<file path="config.mk">
export PLATFORM = sky130hd
export DESIGN_NAME = sd_card_spi_host_sequencer
export DESIGN_NICKNAME = d
export VERILOG_FILES = /design/src/rtl/sdspi_pkg.sv /design/src/rtl/sd_card_spi_host_sequencer.sv
export SDC_FILE = /design/constraint.sdc
export NUM_CORES = 1
export LEC_CHECK = 0
export BUFFER_PORTS_ARGS = -buffer_cell sky130_fd_sc_hd__buf_2
export CORE_MARGIN = 3
export CORE_UTILIZATION = 40
export DETAILED_ROUTE_END_ITERATION = 8
export RECOVER_POWER = 25
export SYNTH_ARGS = -nofsm -noshare
export SYNTH_HDL_FRONTEND = slang
export SYNTH_SLANG_ARGS = --single-unit
</file>
<file path="constraint.sdc">
create_clock -name clk -period 5 [get_ports clk]
set_clock_uncertainty 0.15 [all_clocks]
set_input_delay 1 -clock clk [delete_from_list [all_inputs] [get_ports clk]]
set_output_delay 1 -clock clk [all_outputs]
set_load 0.1 [all_outputs]
</file>
<file path="src/rtl/sdspi_pkg.sv">
// Package for the SPI-mode SD host sequencer: types, codes and widths.
package sdspi_pkg;

  localparam int BlockBytes = 512;

  localparam logic [1:0] CMD_INIT  = 2'd0;
  localparam logic [1:0] CMD_READ  = 2'd1;
  localparam logic [1:0] CMD_XCHG  = 2'd2;
  localparam logic [1:0] CMD_SPARE = 2'd3;

  localparam logic [2:0] ST_OK       = 3'd0;
  localparam logic [2:0] ST_IDLE     = 3'd1;
  localparam logic [2:0] ST_IFCOND   = 3'd2;
  localparam logic [2:0] ST_READY    = 3'd3;
  localparam logic [2:0] ST_OCR      = 3'd4;
  localparam logic [2:0] ST_BLOCKLEN = 3'd5;
  localparam logic [2:0] ST_READ     = 3'd6;
  localparam logic [2:0] ST_TOKEN    = 3'd7;

  localparam logic [1:0] CARD_NONE = 2'd0;
  localparam logic [1:0] CARD_SDSC = 2'd1;
  localparam logic [1:0] CARD_SDHC = 2'd2;

  localparam logic [5:0] SD_CMD0  = 6'd0;
  localparam logic [5:0] SD_CMD8  = 6'd8;
  localparam logic [5:0] SD_CMD16 = 6'd16;
  localparam logic [5:0] SD_CMD17 = 6'd17;
  localparam logic [5:0] SD_CMD41 = 6'd41;
  localparam logic [5:0] SD_CMD55 = 6'd55;
  localparam logic [5:0] SD_CMD58 = 6'd58;

  localparam logic [2:0] CFG_POWER = 3'd0;
  localparam logic [2:0] CFG_FLUSH = 3'd1;
  localparam logic [2:0] CFG_RESP  = 3'd2;
  localparam logic [2:0] CFG_IDLE  = 3'd3;
  localparam logic [2:0] CFG_READY = 3'd4;
  localparam logic [2:0] CFG_TOKEN = 3'd5;

  typedef enum logic [3:0] {
    PH_IDLE, PH_POWER, PH_FLUSH, PH_FRAME, PH_RESP,
    PH_PAYLOAD, PH_TOKEN, PH_DATA, PH_CRC, PH_DESELECT
  } phase_t;

  // Result item, in output field order.
  typedef struct packed {
    logic [15:0] init_count;
    logic [7:0]  last_response;
    logic [1:0]  card_kind;
    logic [2:0]  status;
    logic        done_res;
    logic [7:0]  data_byte;
    logic        data_valid;
    logic        pause_first;
    logic        fast_clock;
    logic        select_low;
    logic [7:0]  send_byte;
    logic        send_valid;
  } result_t;

endpackage

</file>
<file path="src/rtl/sd_card_spi_host_sequencer.sv">
// Top level of the SPI-mode SD host sequencer: init and single-block read.
// Each request is registered, handled by one pass of logic and its result
// is registered: out_tvalid rises when the held request moves into the result register.
// Throughput is one request per cycle while out_tready is high; the phase registers are the only loop.
// A full read is about 530 exchanges, each one request from the shifter.
// Synchronous active-low reset clears the valid flags and sequencer state and restores default limits.
module sd_card_spi_host_sequencer #(
  parameter int BLOCK_BYTES = sdspi_pkg::BlockBytes
) (
  input  logic        clk,
  input  logic        rst_n,
  input  logic        in_tvalid,
  output logic        in_tready,
  input  logic [47:0] in_tdata,  // command[1:0], block_address[33:2], miso_byte[41:34]
  output logic        out_tvalid,
  input  logic        out_tready,
  // send_valid, send_byte, select_low, fast_clock, pause_first, data_valid,
  // data_byte, done_res, status, card_kind, last_response, init_count
  output logic [55:0] out_tdata,
  input  logic        cfg_we,
  input  logic [2:0]  cfg_index,
  input  logic [15:0] cfg_wdata
);

  localparam int BcW = $clog2(BLOCK_BYTES + 1);
  localparam int ShW = $clog2(BLOCK_BYTES);

  // Configuration registers.
  logic [7:0]  power_up_r, flush_lim_r, resp_win_r, idle_lim_r;
  logic [15:0] ready_lim_r, token_win_r;

  always_ff @(posedge clk) begin
    if (!rst_n) begin
      power_up_r  <= 8'd10;
      flush_lim_r <= 8'd10;
      resp_win_r  <= 8'd16;
      idle_lim_r  <= 8'd8;
      ready_lim_r <= 16'd2000;
      token_win_r <= 16'd4000;
    end else if (cfg_we) begin
      case (cfg_index)
        sdspi_pkg::CFG_POWER: power_up_r  <= cfg_wdata[7:0];
        sdspi_pkg::CFG_FLUSH: flush_lim_r <= cfg_wdata[7:0];
        sdspi_pkg::CFG_RESP:  resp_win_r  <= cfg_wdata[7:0];
        sdspi_pkg::CFG_IDLE:  idle_lim_r  <= cfg_wdata[7:0];
        sdspi_pkg::CFG_READY: ready_lim_r <= cfg_wdata;
        sdspi_pkg::CFG_TOKEN: token_win_r <= cfg_wdata;
        default: ;
      endcase
    end
  end

  // Input register and result register handshake.
  logic        iv_r;
  logic [47:0] id_r;
  logic        ov_r;
  sdspi_pkg::result_t res_r, res_nxt;
  logic        adv;

  assign adv        = iv_r && (!ov_r || out_tready);
  assign in_tready  = !iv_r || adv;
  assign out_tvalid = ov_r;
  assign out_tdata  = {{(56 - $bits(sdspi_pkg::result_t)){1'b0}}, res_r};

  always_ff @(posedge clk) begin
    if (!rst_n) begin
      iv_r <= 1'b0;
      ov_r <= 1'b0;
    end else begin
      if (in_tready) iv_r <= in_tvalid;
      if (adv) ov_r <= 1'b1;
      else if (out_tready) ov_r <= 1'b0;
    end
  end

  always_ff @(posedge clk) begin
    if (in_tready && in_tvalid) id_r <= in_tdata;
    if (adv) res_r <= res_nxt;
  end

  // Sequencer state.
  sdspi_pkg::phase_t phase_r, phase_nxt;
  logic [BcW-1:0] bc_r, bc_nxt;
  logic [15:0] retry_r, retry_nxt, wait_r, wait_nxt, att_r, att_nxt;
  logic [31:0] shift_r, shift_nxt, arg_r, arg_nxt;
  logic [5:0]  cidx_r, cidx_nxt;
  logic [1:0]  card_r, card_nxt;
  logic        fast_r, fast_nxt;
  logic [7:0]  resp_r, resp_nxt;

  always_ff @(posedge clk) begin
    if (!rst_n) begin
      phase_r <= sdspi_pkg::PH_IDLE;
      bc_r    <= '0;
      retry_r <= '0;
      wait_r  <= '0;
      shift_r <= '0;
      arg_r   <= '0;
      cidx_r  <= '0;
      card_r  <= sdspi_pkg::CARD_NONE;
      fast_r  <= 1'b0;
      resp_r  <= 8'hFF;
      att_r   <= '0;
    end else if (adv) begin
      phase_r <= phase_nxt;
      bc_r    <= bc_nxt;
      retry_r <= retry_nxt;
      wait_r  <= wait_nxt;
      shift_r <= shift_nxt;
      arg_r   <= arg_nxt;
      cidx_r  <= cidx_nxt;
      card_r  <= card_nxt;
      fast_r  <= fast_nxt;
      resp_r  <= resp_nxt;
      att_r   <= att_nxt;
    end
  end

  // Request fields.
  logic [1:0]  cmd;
  logic [31:0] lba;
  logic [7:0]  miso;
  assign cmd  = id_r[1:0];
  assign lba  = id_r[33:2];
  assign miso = id_r[41:34];

  // Frame byte for the current frame position.
  logic [7:0] frame_b;
  always_comb begin
    case (bc_r[2:0])
      3'd0: frame_b = {2'b01, cidx_r};
      3'd1: frame_b = arg_r[31:24];
      3'd2: frame_b = arg_r[23:16];
      3'd3: frame_b = arg_r[15:8];
      3'd4: frame_b = arg_r[7:0];
      default: begin
        if (cidx_r == sdspi_pkg::SD_CMD0) frame_b = 8'h95;
        else if (cidx_r == sdspi_pkg::SD_CMD8 && arg_r == 32'h1AA) frame_b = 8'h87;
        else frame_b = 8'h01;
      end
    endcase
  end

  // Next state and result.
  logic        o_send, o_pause, o_dv, o_done;
  logic [7:0]  o_byte;
  logic [2:0]  o_stat;
  logic [15:0] retry_inc;
  logic [BcW-1:0] bc_inc;
  logic [31:0] shift_new;
  logic [1:0]  new_card;

  assign retry_inc = retry_r + 16'd1;
  assign bc_inc    = bc_r + BcW'(1);
  assign shift_new = {shift_r[23:0], miso};
  assign new_card  = shift_new[30] ? sdspi_pkg::CARD_SDHC : sdspi_pkg::CARD_SDSC;

  always_comb begin
    phase_nxt = phase_r;
    bc_nxt    = bc_r;
    retry_nxt = retry_r;
    wait_nxt  = wait_r;
    shift_nxt = shift_r;
    arg_nxt   = arg_r;
    cidx_nxt  = cidx_r;
    card_nxt  = card_r;
    fast_nxt  = fast_r;
    resp_nxt  = resp_r;
    att_nxt   = att_r;
    o_send = 1'b0; o_byte = 8'h00; o_pause = 1'b0;
    o_dv = 1'b0; o_done = 1'b0; o_stat = sdspi_pkg::ST_OK;

    case (cmd)
      sdspi_pkg::CMD_INIT: begin
        if (att_r != 16'hFFFF) att_nxt = att_r + 16'd1;
        card_nxt  = sdspi_pkg::CARD_NONE;
        fast_nxt  = 1'b0;
        phase_nxt = sdspi_pkg::PH_POWER;
        bc_nxt    = BcW'(1);
        o_send = 1'b1; o_byte = 8'hFF;
      end
      sdspi_pkg::CMD_READ: begin
        if (card_r == sdspi_pkg::CARD_NONE) begin
          phase_nxt = sdspi_pkg::PH_IDLE;
          bc_nxt = '0;
          o_done = 1'b1;
          o_stat = sdspi_pkg::ST_IDLE;
        end else begin
          cidx_nxt  = sdspi_pkg::SD_CMD17;
          arg_nxt   = (card_r == sdspi_pkg::CARD_SDHC) ? lba : (lba << ShW);
          phase_nxt = sdspi_pkg::PH_FLUSH;
          wait_nxt  = 16'd1;
          o_send = 1'b1; o_byte = 8'hFF;
        end
      end
      sdspi_pkg::CMD_XCHG: begin
        case (phase_r)
          sdspi_pkg::PH_POWER: begin
            o_send = 1'b1; o_byte = 8'hFF;
            if (bc_r >= BcW'(power_up_r)) begin
              retry_nxt = '0;
              cidx_nxt = sdspi_pkg::SD_CMD0; arg_nxt = '0;
              phase_nxt = sdspi_pkg::PH_FLUSH; wait_nxt = 16'd1;
            end else bc_nxt = bc_inc;
          end
          sdspi_pkg::PH_FLUSH: begin
            o_send = 1'b1;
            if (miso == 8'hFF || wait_r >= 16'(flush_lim_r)) begin
              phase_nxt = sdspi_pkg::PH_FRAME;
              bc_nxt = BcW'(1);
              o_byte = {2'b01, cidx_r};
            end else begin
              wait_nxt = wait_r + 16'd1;
              o_byte = 8'hFF;
            end
          end
          sdspi_pkg::PH_FRAME: begin
            o_send = 1'b1;
            if (bc_r < BcW'(6)) begin
              o_byte = frame_b;
              bc_nxt = bc_inc;
            end else begin
              phase_nxt = sdspi_pkg::PH_RESP;
              wait_nxt = 16'd1;
              o_byte = 8'hFF;
            end
          end
          sdspi_pkg::PH_RESP: begin
            o_send = 1'b1; o_byte = 8'hFF;
            if (!miso[7] || wait_r >= 16'(resp_win_r)) begin
              resp_nxt = miso;
              phase_nxt = sdspi_pkg::PH_FLUSH;
              wait_nxt = 16'd1;
              case (cidx_r)
                sdspi_pkg::SD_CMD0: begin
                  if (miso == 8'h01) begin
                    cidx_nxt = sdspi_pkg::SD_CMD8; arg_nxt = 32'h1AA;
                  end else begin
                    retry_nxt = retry_inc;
                    if (retry_inc >= 16'(idle_lim_r)) begin
                      phase_nxt = sdspi_pkg::PH_DESELECT;
                      bc_nxt = BcW'(sdspi_pkg::ST_IDLE);
                    end else begin
                      cidx_nxt = sdspi_pkg::SD_CMD0; arg_nxt = '0;
                    end
                  end
                end
                sdspi_pkg::SD_CMD8: begin
                  if (miso[2]) begin
                    phase_nxt = sdspi_pkg::PH_DESELECT;
                    bc_nxt = BcW'(sdspi_pkg::ST_IFCOND);
                  end else begin
                    phase_nxt = sdspi_pkg::PH_PAYLOAD;
                    bc_nxt = BcW'(1); shift_nxt = '0;
                  end
                end
                sdspi_pkg::SD_CMD55: begin
                  cidx_nxt = sdspi_pkg::SD_CMD41; arg_nxt = 32'h4000_0000;
                end
                sdspi_pkg::SD_CMD41: begin
                  if (miso == 8'h00) begin
                    cidx_nxt = sdspi_pkg::SD_CMD58; arg_nxt = '0;
                  end else begin
                    retry_nxt = retry_inc;
                    o_pause = 1'b1;
                    if (retry_inc >= ready_lim_r) begin
                      phase_nxt = sdspi_pkg::PH_DESELECT;
                      bc_nxt = BcW'(sdspi_pkg::ST_READY);
                    end else begin
                      cidx_nxt = sdspi_pkg::SD_CMD55; arg_nxt = '0;
                    end
                  end
                end
                sdspi_pkg::SD_CMD58: begin
                  if (miso != 8'h00) begin
                    phase_nxt = sdspi_pkg::PH_DESELECT;
                    bc_nxt = BcW'(sdspi_pkg::ST_OCR);
                  end else begin
                    phase_nxt = sdspi_pkg::PH_PAYLOAD;
                    bc_nxt = BcW'(1); shift_nxt = '0;
                  end
                end
                sdspi_pkg::SD_CMD16: begin
                  phase_nxt = sdspi_pkg::PH_DESELECT;
                  bc_nxt = (miso != 8'h00) ? BcW'(sdspi_pkg::ST_BLOCKLEN)
                                           : BcW'(sdspi_pkg::ST_OK);
                end
                default: begin
                  if (miso != 8'h00) begin
                    phase_nxt = sdspi_pkg::PH_DESELECT;
                    bc_nxt = BcW'(sdspi_pkg::ST_READ);
                  end else begin
                    phase_nxt = sdspi_pkg::PH_TOKEN;
                  end
                end
              endcase
            end else wait_nxt = wait_r + 16'd1;
          end
          sdspi_pkg::PH_PAYLOAD: begin
            o_send = 1'b1; o_byte = 8'hFF;
            shift_nxt = shift_new;
            if (bc_r < BcW'(4)) bc_nxt = bc_inc;
            else if (cidx_r == sdspi_pkg::SD_CMD8) begin
              if (shift_new[11:0] != 12'h1AA) begin
                phase_nxt = sdspi_pkg::PH_DESELECT;
                bc_nxt = BcW'(sdspi_pkg::ST_IFCOND);
              end else begin
                retry_nxt = '0;
                cidx_nxt = sdspi_pkg::SD_CMD55; arg_nxt = '0;
                phase_nxt = sdspi_pkg::PH_FLUSH; wait_nxt = 16'd1;
              end
            end else begin
              card_nxt = new_card;
              if (new_card == sdspi_pkg::CARD_SDSC) begin
                cidx_nxt = sdspi_pkg::SD_CMD16; arg_nxt = 32'(BLOCK_BYTES);
                phase_nxt = sdspi_pkg::PH_FLUSH; wait_nxt = 16'd1;
              end else begin
                phase_nxt = sdspi_pkg::PH_DESELECT;
                bc_nxt = BcW'(sdspi_pkg::ST_OK);
              end
            end
          end
          sdspi_pkg::PH_TOKEN: begin
            o_send = 1'b1; o_byte = 8'hFF;
            if (miso != 8'hFF || wait_r >= token_win_r) begin
              if (miso == 8'hFE) begin
                phase_nxt = sdspi_pkg::PH_DATA;
                bc_nxt = '0;
              end else begin
                phase_nxt = sdspi_pkg::PH_DESELECT;
                bc_nxt = BcW'(sdspi_pkg::ST_TOKEN);
              end
            end else wait_nxt = wait_r + 16'd1;
          end
          sdspi_pkg::PH_DATA: begin
            o_send = 1'b1; o_byte = 8'hFF;
            o_dv = 1'b1;
            bc_nxt = bc_inc;
            if (bc_inc >= BcW'(BLOCK_BYTES)) begin
              phase_nxt = sdspi_pkg::PH_CRC;
              bc_nxt = '0;
            end
          end
          sdspi_pkg::PH_CRC: begin
            o_send = 1'b1; o_byte = 8'hFF;
            if (bc_inc < BcW'(2)) bc_nxt = bc_inc;
            else begin
              phase_nxt = sdspi_pkg::PH_DESELECT;
              bc_nxt = BcW'(sdspi_pkg::ST_OK);
            end
          end
          sdspi_pkg::PH_DESELECT: begin
            o_done = 1'b1;
            o_stat = bc_r[2:0];
            if (bc_r[2:0] == sdspi_pkg::ST_OK && cidx_r != sdspi_pkg::SD_CMD17)
              fast_nxt = 1'b1;
            phase_nxt = sdspi_pkg::PH_IDLE;
            bc_nxt = '0;
          end
          default: ;
        endcase
      end
      default: ;
    endcase
  end

  // Result assembly.
  always_comb begin
    res_nxt.send_valid    = o_send;
    res_nxt.send_byte     = o_byte;
    res_nxt.select_low    = o_send && phase_nxt != sdspi_pkg::PH_POWER &&
                            phase_nxt != sdspi_pkg::PH_DESELECT;
    res_nxt.fast_clock    = fast_nxt;
    res_nxt.pause_first   = o_pause && o_send;
    res_nxt.data_valid    = o_dv;
    res_nxt.data_byte     = o_dv ? miso : 8'h00;
    res_nxt.done_res      = o_done;
    res_nxt.status        = o_done ? o_stat : sdspi_pkg::ST_OK;
    res_nxt.card_kind     = card_nxt;
    res_nxt.last_response = resp_nxt;
    res_nxt.init_count    = att_nxt;
  end

endmodule

</file>
# ---- Word level (Yosys, flattened, before mapping)
# Cells that the tools add are included.
dict set report word_totals {
  ff_bits 293
  wordCells 303
  in_bits 72
}
dict set report op_classes {
  n_addsub 4
  order_cmp 10
  eq_ne 76
  muxes 141
  n_reduce_logical 40
}
# cell count
set ops {}
lappend ops {{32-bit two-way mux} 12}
lappend ops {{16-bit two-way mux} 19}
lappend ops {{32-bit one-hot mux with 3 select lines} 2}
lappend ops {{10-bit two-way mux} 17}
lappend ops {{16-bit one-hot mux with 6 select lines} 1}
lappend ops {{23-bit one-hot mux with 2 select lines} 2}
lappend ops {{10-bit one-hot mux with 9 select lines} 1}
lappend ops {{4-bit two-way mux} 19}
lappend ops {{23-bit two-way mux} 3}
lappend ops {{6-bit two-way mux} 11}
lappend ops {{8-bit two-way mux} 8}
lappend ops {{16-bit one-hot mux with 2 select lines} 2}
lappend ops {{32-bit one-hot mux with 2 select lines} 1}
lappend ops {{10-bit one-hot mux with 6 select lines} 1}
lappend ops {{16-bit by 1-bit adder with 16-bit output (second input constant)} 3}
lappend ops {{16-bit by 8-bit >= comparator with 1-bit output} 3}
lappend ops {{16-bit one-hot mux with 3 select lines} 1}
lappend ops {{8-bit one-hot mux with 3 select lines} 2}
lappend ops {{3-bit != test (second input constant)} 15}
lappend ops {{8-bit one-hot mux with 5 select lines} 1}
lappend ops {{4-bit one-hot mux with 9 select lines} 1}
lappend ops {{6-bit one-hot mux with 3 select lines} 2}
lappend ops {{32-bit by 9-bit == test with 1-bit output (second input constant)} 1}
lappend ops {{16-bit >= comparator} 2}
lappend ops {{other kinds (60)} 141}

# ---- Longest topological paths before layout
dict set report depth {
  ltp_word 11
  ltp_mapped 18
  mapped_depth_nobuf 15
}

# ---- Least setup slack after synthesis
# OpenSTA, ideal clock, no wires.
dict set report synth_timing {
  path_kind {flip-flop to flip-flop}
  start {register retry_r[10]}
  end {register cidx_r[4]}
  t_required_ns 4.725
  t_arrival_ns 3.516
  setup_time_ns 0.125
  path_stages_with_launch 16
  path_slack_ns 1.208
  n_path_buf 2
  cell_sequence {dfxtp_1 clkbuf_1 inv_1 nor4_1 xor2_1 ha_1 nor2b_1 a31o_2 a311oi_1 o22ai_1 nor2_1 nand3_1 a221o_1 buf_2 a2111oi_2 nor3_1}
}
dict set report synth_between {
  elab_chain_len 4
  word_cells_on_any_way 6
  cone_classes {1 x add/sub; 2 x order compare; 2 x eq/ne; 1 x reduce/logical}
}
# element line_no
set synth_rtl {}
lappend synth_rtl {{from (decl)} sd_card_spi_host_sequencer.sv:84} ;# logic [15:0] retry_r, retry_nxt, wait_r, wait_nxt, att_r, att_nxt;
lappend synth_rtl {{from (signal assigned)} sd_card_spi_host_sequencer.sv:107} ;# retry_r <= retry_nxt;
lappend synth_rtl {{16-bit by 1-bit adder with 16-bit output *} sd_card_spi_host_sequencer.sv:153} ;# assign retry_inc = retry_r + 16'd1;
lappend synth_rtl {{16-bit >= comparator or 16-bit by 8-bit >= comparator with 1-bit output (tied branches)} {sd_card_spi_host_sequencer.sv:266, sd_card_spi_host_sequencer.sv:240}}
lappend synth_rtl {{5-bit != test (no line)} n/a}
lappend synth_rtl {{12-bit AND reduction (no line) *} n/a}
lappend synth_rtl {{to (signal assigned)} sd_card_spi_host_sequencer.sv:111} ;# cidx_r <= cidx_nxt;
lappend synth_rtl {{to (decl)} sd_card_spi_host_sequencer.sv:86} ;# logic [5:0] cidx_r, cidx_nxt;
# Every way passes the cells marked *; elsewhere a longest branch is shown, timed or not.
# A chain may end at the register's enable or synchronous reset.

# ---- Worst setup path in the final report
dict set report layout_timing {
  start {register retry_r[0]}
  end {register arg_r[29]}
}
dict set report layout_between {
  elab_chain_len 4
  word_cells_on_any_way 6
  cone_classes {1 x add/sub; 2 x order compare; 2 x eq/ne; 1 x reduce/logical}
}
# element line_no
set layout_rtl {}
lappend layout_rtl {{16-bit by 1-bit adder with 16-bit output *} sd_card_spi_host_sequencer.sv:153}
lappend layout_rtl {{16-bit >= comparator or 16-bit by 8-bit >= comparator with 1-bit output (tied branches)} {sd_card_spi_host_sequencer.sv:266, sd_card_spi_host_sequencer.sv:240}}
lappend layout_rtl {{5-bit != test (no line)} n/a}
lappend layout_rtl {{12-bit AND reduction (no line) *} n/a}
lappend layout_rtl {{to (signal assigned)} sd_card_spi_host_sequencer.sv:110} ;# arg_r <= arg_nxt;
lappend layout_rtl {{to (decl)} sd_card_spi_host_sequencer.sv:85} ;# logic [31:0] shift_r, shift_nxt, arg_r, arg_nxt;
# Marked as above.

==> results.md <==
* Worst-path clk slew at 0.06 ns
* Root Driver: clkbuf_16
* Final min period at 4.56 ns
* Synth area leaders: dfxtp_1 25%, edfxtp_1 19%, ha_1 6.4%
* Mapped cell area at 14,800 µm²
* Site Rows at 69
* Dpl cells at 2,178
* Peak supply drop at 0.309 mV
* Highest cell delay on the worst timing path at 0.61 ns
* Gr ovfl total at 0
* Port-buffer cells at 118
* Area leader, netlist: dfxtp_1
* Post-synth ARST share at 0%
* Resize count post-CTS at 0
* Clock Path Buffers at 3
* Area Overhead vs Synth at 12.9%
* Worst r2r src: retry_r[0]
* Count of pins over their slew limit at 165
* IO Count at 130
* CTS Hold Bufs at 0
* Yosys warning total at 0
* CP cell instances: ha_1 -> nand4_1 -> nor4_1 -> xnor2_1 -> inv_1 -> ha_1 -> a21o_1 -> a21oi_1 -> o22ai_1 -> nor2_1 -> nand3_1 -> a221o_2 -> buf_12 -> nand3_1 -> o31ai_1
* Fin. Hold Viols at 0
* # Post-CTS Setup Buffers at 0
* Die height at 198 µm
* Final period utilization at 91.1%
* Critical Path AT at 4.84 ns
* CTS Sinks at 277
* Hold path cells at 2
* Layout cells sized above 1 at 13.0%
* CTS tree: done
* Final ANT Viol Nets at 0
* Min-Delay Endpoint: power_up_r[2]
* Cells after Synth at 1,675
* Avg Inst Size Synth at 8.82 µm²
* Register bit count reported by yosys at 277
* Register area share after synthesis at 43.8%
* Drt wl/cell at 18.5 µm
* Total Routing Usage GR at 20.8%
* Max-slew headroom at -99.6%
* Full die area at 39,300 µm²
* Crit path launch type: register
* CP max FO at 55
* Starting Density at 41.0%
* Detailed placement HPWL at 29.9 mm
* Initial antenna violation count at 0
* Drt pass-1 iters at 5
* CP max stage cell: a221o_2
* Final WL at 41.4 mm
* Number of max-cap violations at 3
* CP bufs+invs at 2
* Pre-CTS WS at 0.415 ns
* Top cell family by delay on the critical path: simple AND/OR/NAND/NOR gates
* Post-route DRC at 0
* Synth cell count leaders: 236 x nand2_1, 184 x dfxtp_1, 140 x a21oi_1
* Final net count at 1,897
* PwrDens at 314 nW/µm²
* Post-synth EDFFs at 93
* Unrepaired setup endpoints after global routing: no
* H-tree levels at 1
* Gpl congestion at 0.943
* First-pass GRT wire length at 66.1 mm
* Hold Path Origin: power_up_r[2]
* WS Path Type: reg2reg
* Reg2reg end: arg_r[29]
* Via count at 12,700
* LEAKAGE at 0.00629 µW
* R2r setup slk at 0.44 ns
* Die width at 198 µm
* Core ar. at 36,000 µm²
* Worst-Margin Slew at 2.99 ns
* Vias in the first global route at 12,000
* Clock Latency Late Sink at 0.58 ns
* Min-Delay Path Class: reg2reg
* Worst endpoint required time at 5.28 ns
* Fmax at 219 MHz
* Synth Flop Type: dfxtp_1
* Setup violators final at 0
* Run status: finished, violations left
* Setup crit end kind: register
* Vias/cell at 5.67
* N_diodes at 0
* Final worst slack at 0.443 ns
* Post-synth top area share at 24.9%
* Setup TNS at 0 ns
* Failing checks: max-capacitance violations, max-slew violations
* Fin cells at 2,236
* Register-to-Register Path Depth at 15
* Most common cell in the netlist: nand2_1
* Total CTS buffers at 31
* Distinct cell type count of the synthesized netlist at 95
* Largest net degree at the start of global routing at 79
* 1st-iter DRT viols at 1,075
## kinds of logic after synthesis
family / after synthesis / synth area share, %
flip-flops: 277 / 43.8
XOR/XNOR: 47 / 2.79
AND/OR/NAND/NOR: 664 / 22.1
adder cells (fa/ha/maj): 75 / 6.35
other: 1 / 0.0254
buffers and inverters: 186 / 5.38
multiplexers: 36 / 2.51
AO/OA/AOI/OAI: 389 / 17.0
## flip-flops by register name, summed over array words and instances (netlist names), 2 cells and up
| register | count |
|---|---|
| wait_r | 16 |
| flush_lim_r | 8 |
| att_r | 16 |
| power_up_r | 8 |
| token_win_r | 16 |
| ready_lim_r | 16 |
| id_r | 42 |
| arg_r | 32 |
| out_tdata | 51 |
| card_r | 2 |
| idle_lim_r | 8 |
| shift_r | 7 |
| resp_win_r | 8 |
| resp_r | 8 |
| phase_r | 4 |
| retry_r | 16 |
| cidx_r | 6 |
| bc_r | 10 |
## cell usage in the layout (no fill, tap or decap), drive strengths merged, types with 11 or more instances in the layout
cell type | netlist | layout
clkinv | 2 | 16
nand3 | 91 | 91
nor3 | 36 | 36
a31oi | 11 | 11
ha | 75 | 75
nand2b | 12 | 12
o21ai | 69 | 69
or3 | 18 | 18
o31ai | 32 | 32
nor2 | 125 | 125
xnor2 | 26 | 26
nor4 | 24 | 24
buf | 39 | 132
a211oi | 12 | 12
xor2 | 21 | 21
nor2b | 16 | 16
dfxtp | 184 | 184
a22oi | 15 | 15
o211ai | 26 | 26
and3 | 14 | 14
mux2i | 28 | 28
edfxtp | 93 | 93
nand4 | 28 | 28
and2 | 24 | 24
clkbuf | 60 | 43
a21oi | 140 | 140
nand2 | 236 | 236
inv | 85 | 87
## per-stage QoR
stage / total power, µW / util [%] / hold WS, ns / instance area, µm²
finish: 5230 / 46.3 / 0.304 / 16700
global route: 5430 / 46.3 / 0.326 / 16700
CTS: 5300 / 46.3 / 0.306 / 16700
detailed placement: 2980 / 43.5 / 0.297 / 15600
global placement: 2980 / 43.5 / 0.295 / 15600
floorplan: 2840 / - / 0.286 / 14800
## tightest hold or removal path: stages, from the launching register on
cell and delay [ns]:
dfxtp_1 0.31, nand2_1 0.05, a21oi_1 0.05
## per-layer routing
layer	up-vias	routed length, µm	track usage (%)
met1	6027	18600	29.3
met4	0	956	5.61
met2	388	19200	33.8
li1	6195	-	-
met5	-	0	0
met3	58	2670	2.88
## where the power goes
part / internal, µW / switching (µW)
Clock: 1350 / 944
Combinational: 115 / 383
Sequential: 2400 / 40.4
## worst max-delay path by stage
stage	from	to	slack [ns]	cells past startpoint
4_1_cts	retry_r[0]	arg_r[29]	0.34	13
5_1_grt	retry_r[0]	arg_r[28]	0.02	15
3_5_place_dp	retry_r[0]	arg_r[22]	0.41	13
2_1_floorplan	retry_r[10]	cidx_r[4]	1.21	15
3_3_place_gp	retry_r[0]	cidx_r[4]	0.56	13
6_report	retry_r[0]	arg_r[29]	0.44	15
## cell type report
cell class | count | area (µm²)
sequential | 277 | 6480
clock buffer | 38 | 842
fill | 3476 | 19300
clock inverter | 20 | 195
multi-input combinational | 1216 | 7530
timing repair buffer | 137 | 733
inverter | 87 | 327
tap | 461 | 577
(Power assumes the default switching activity.)
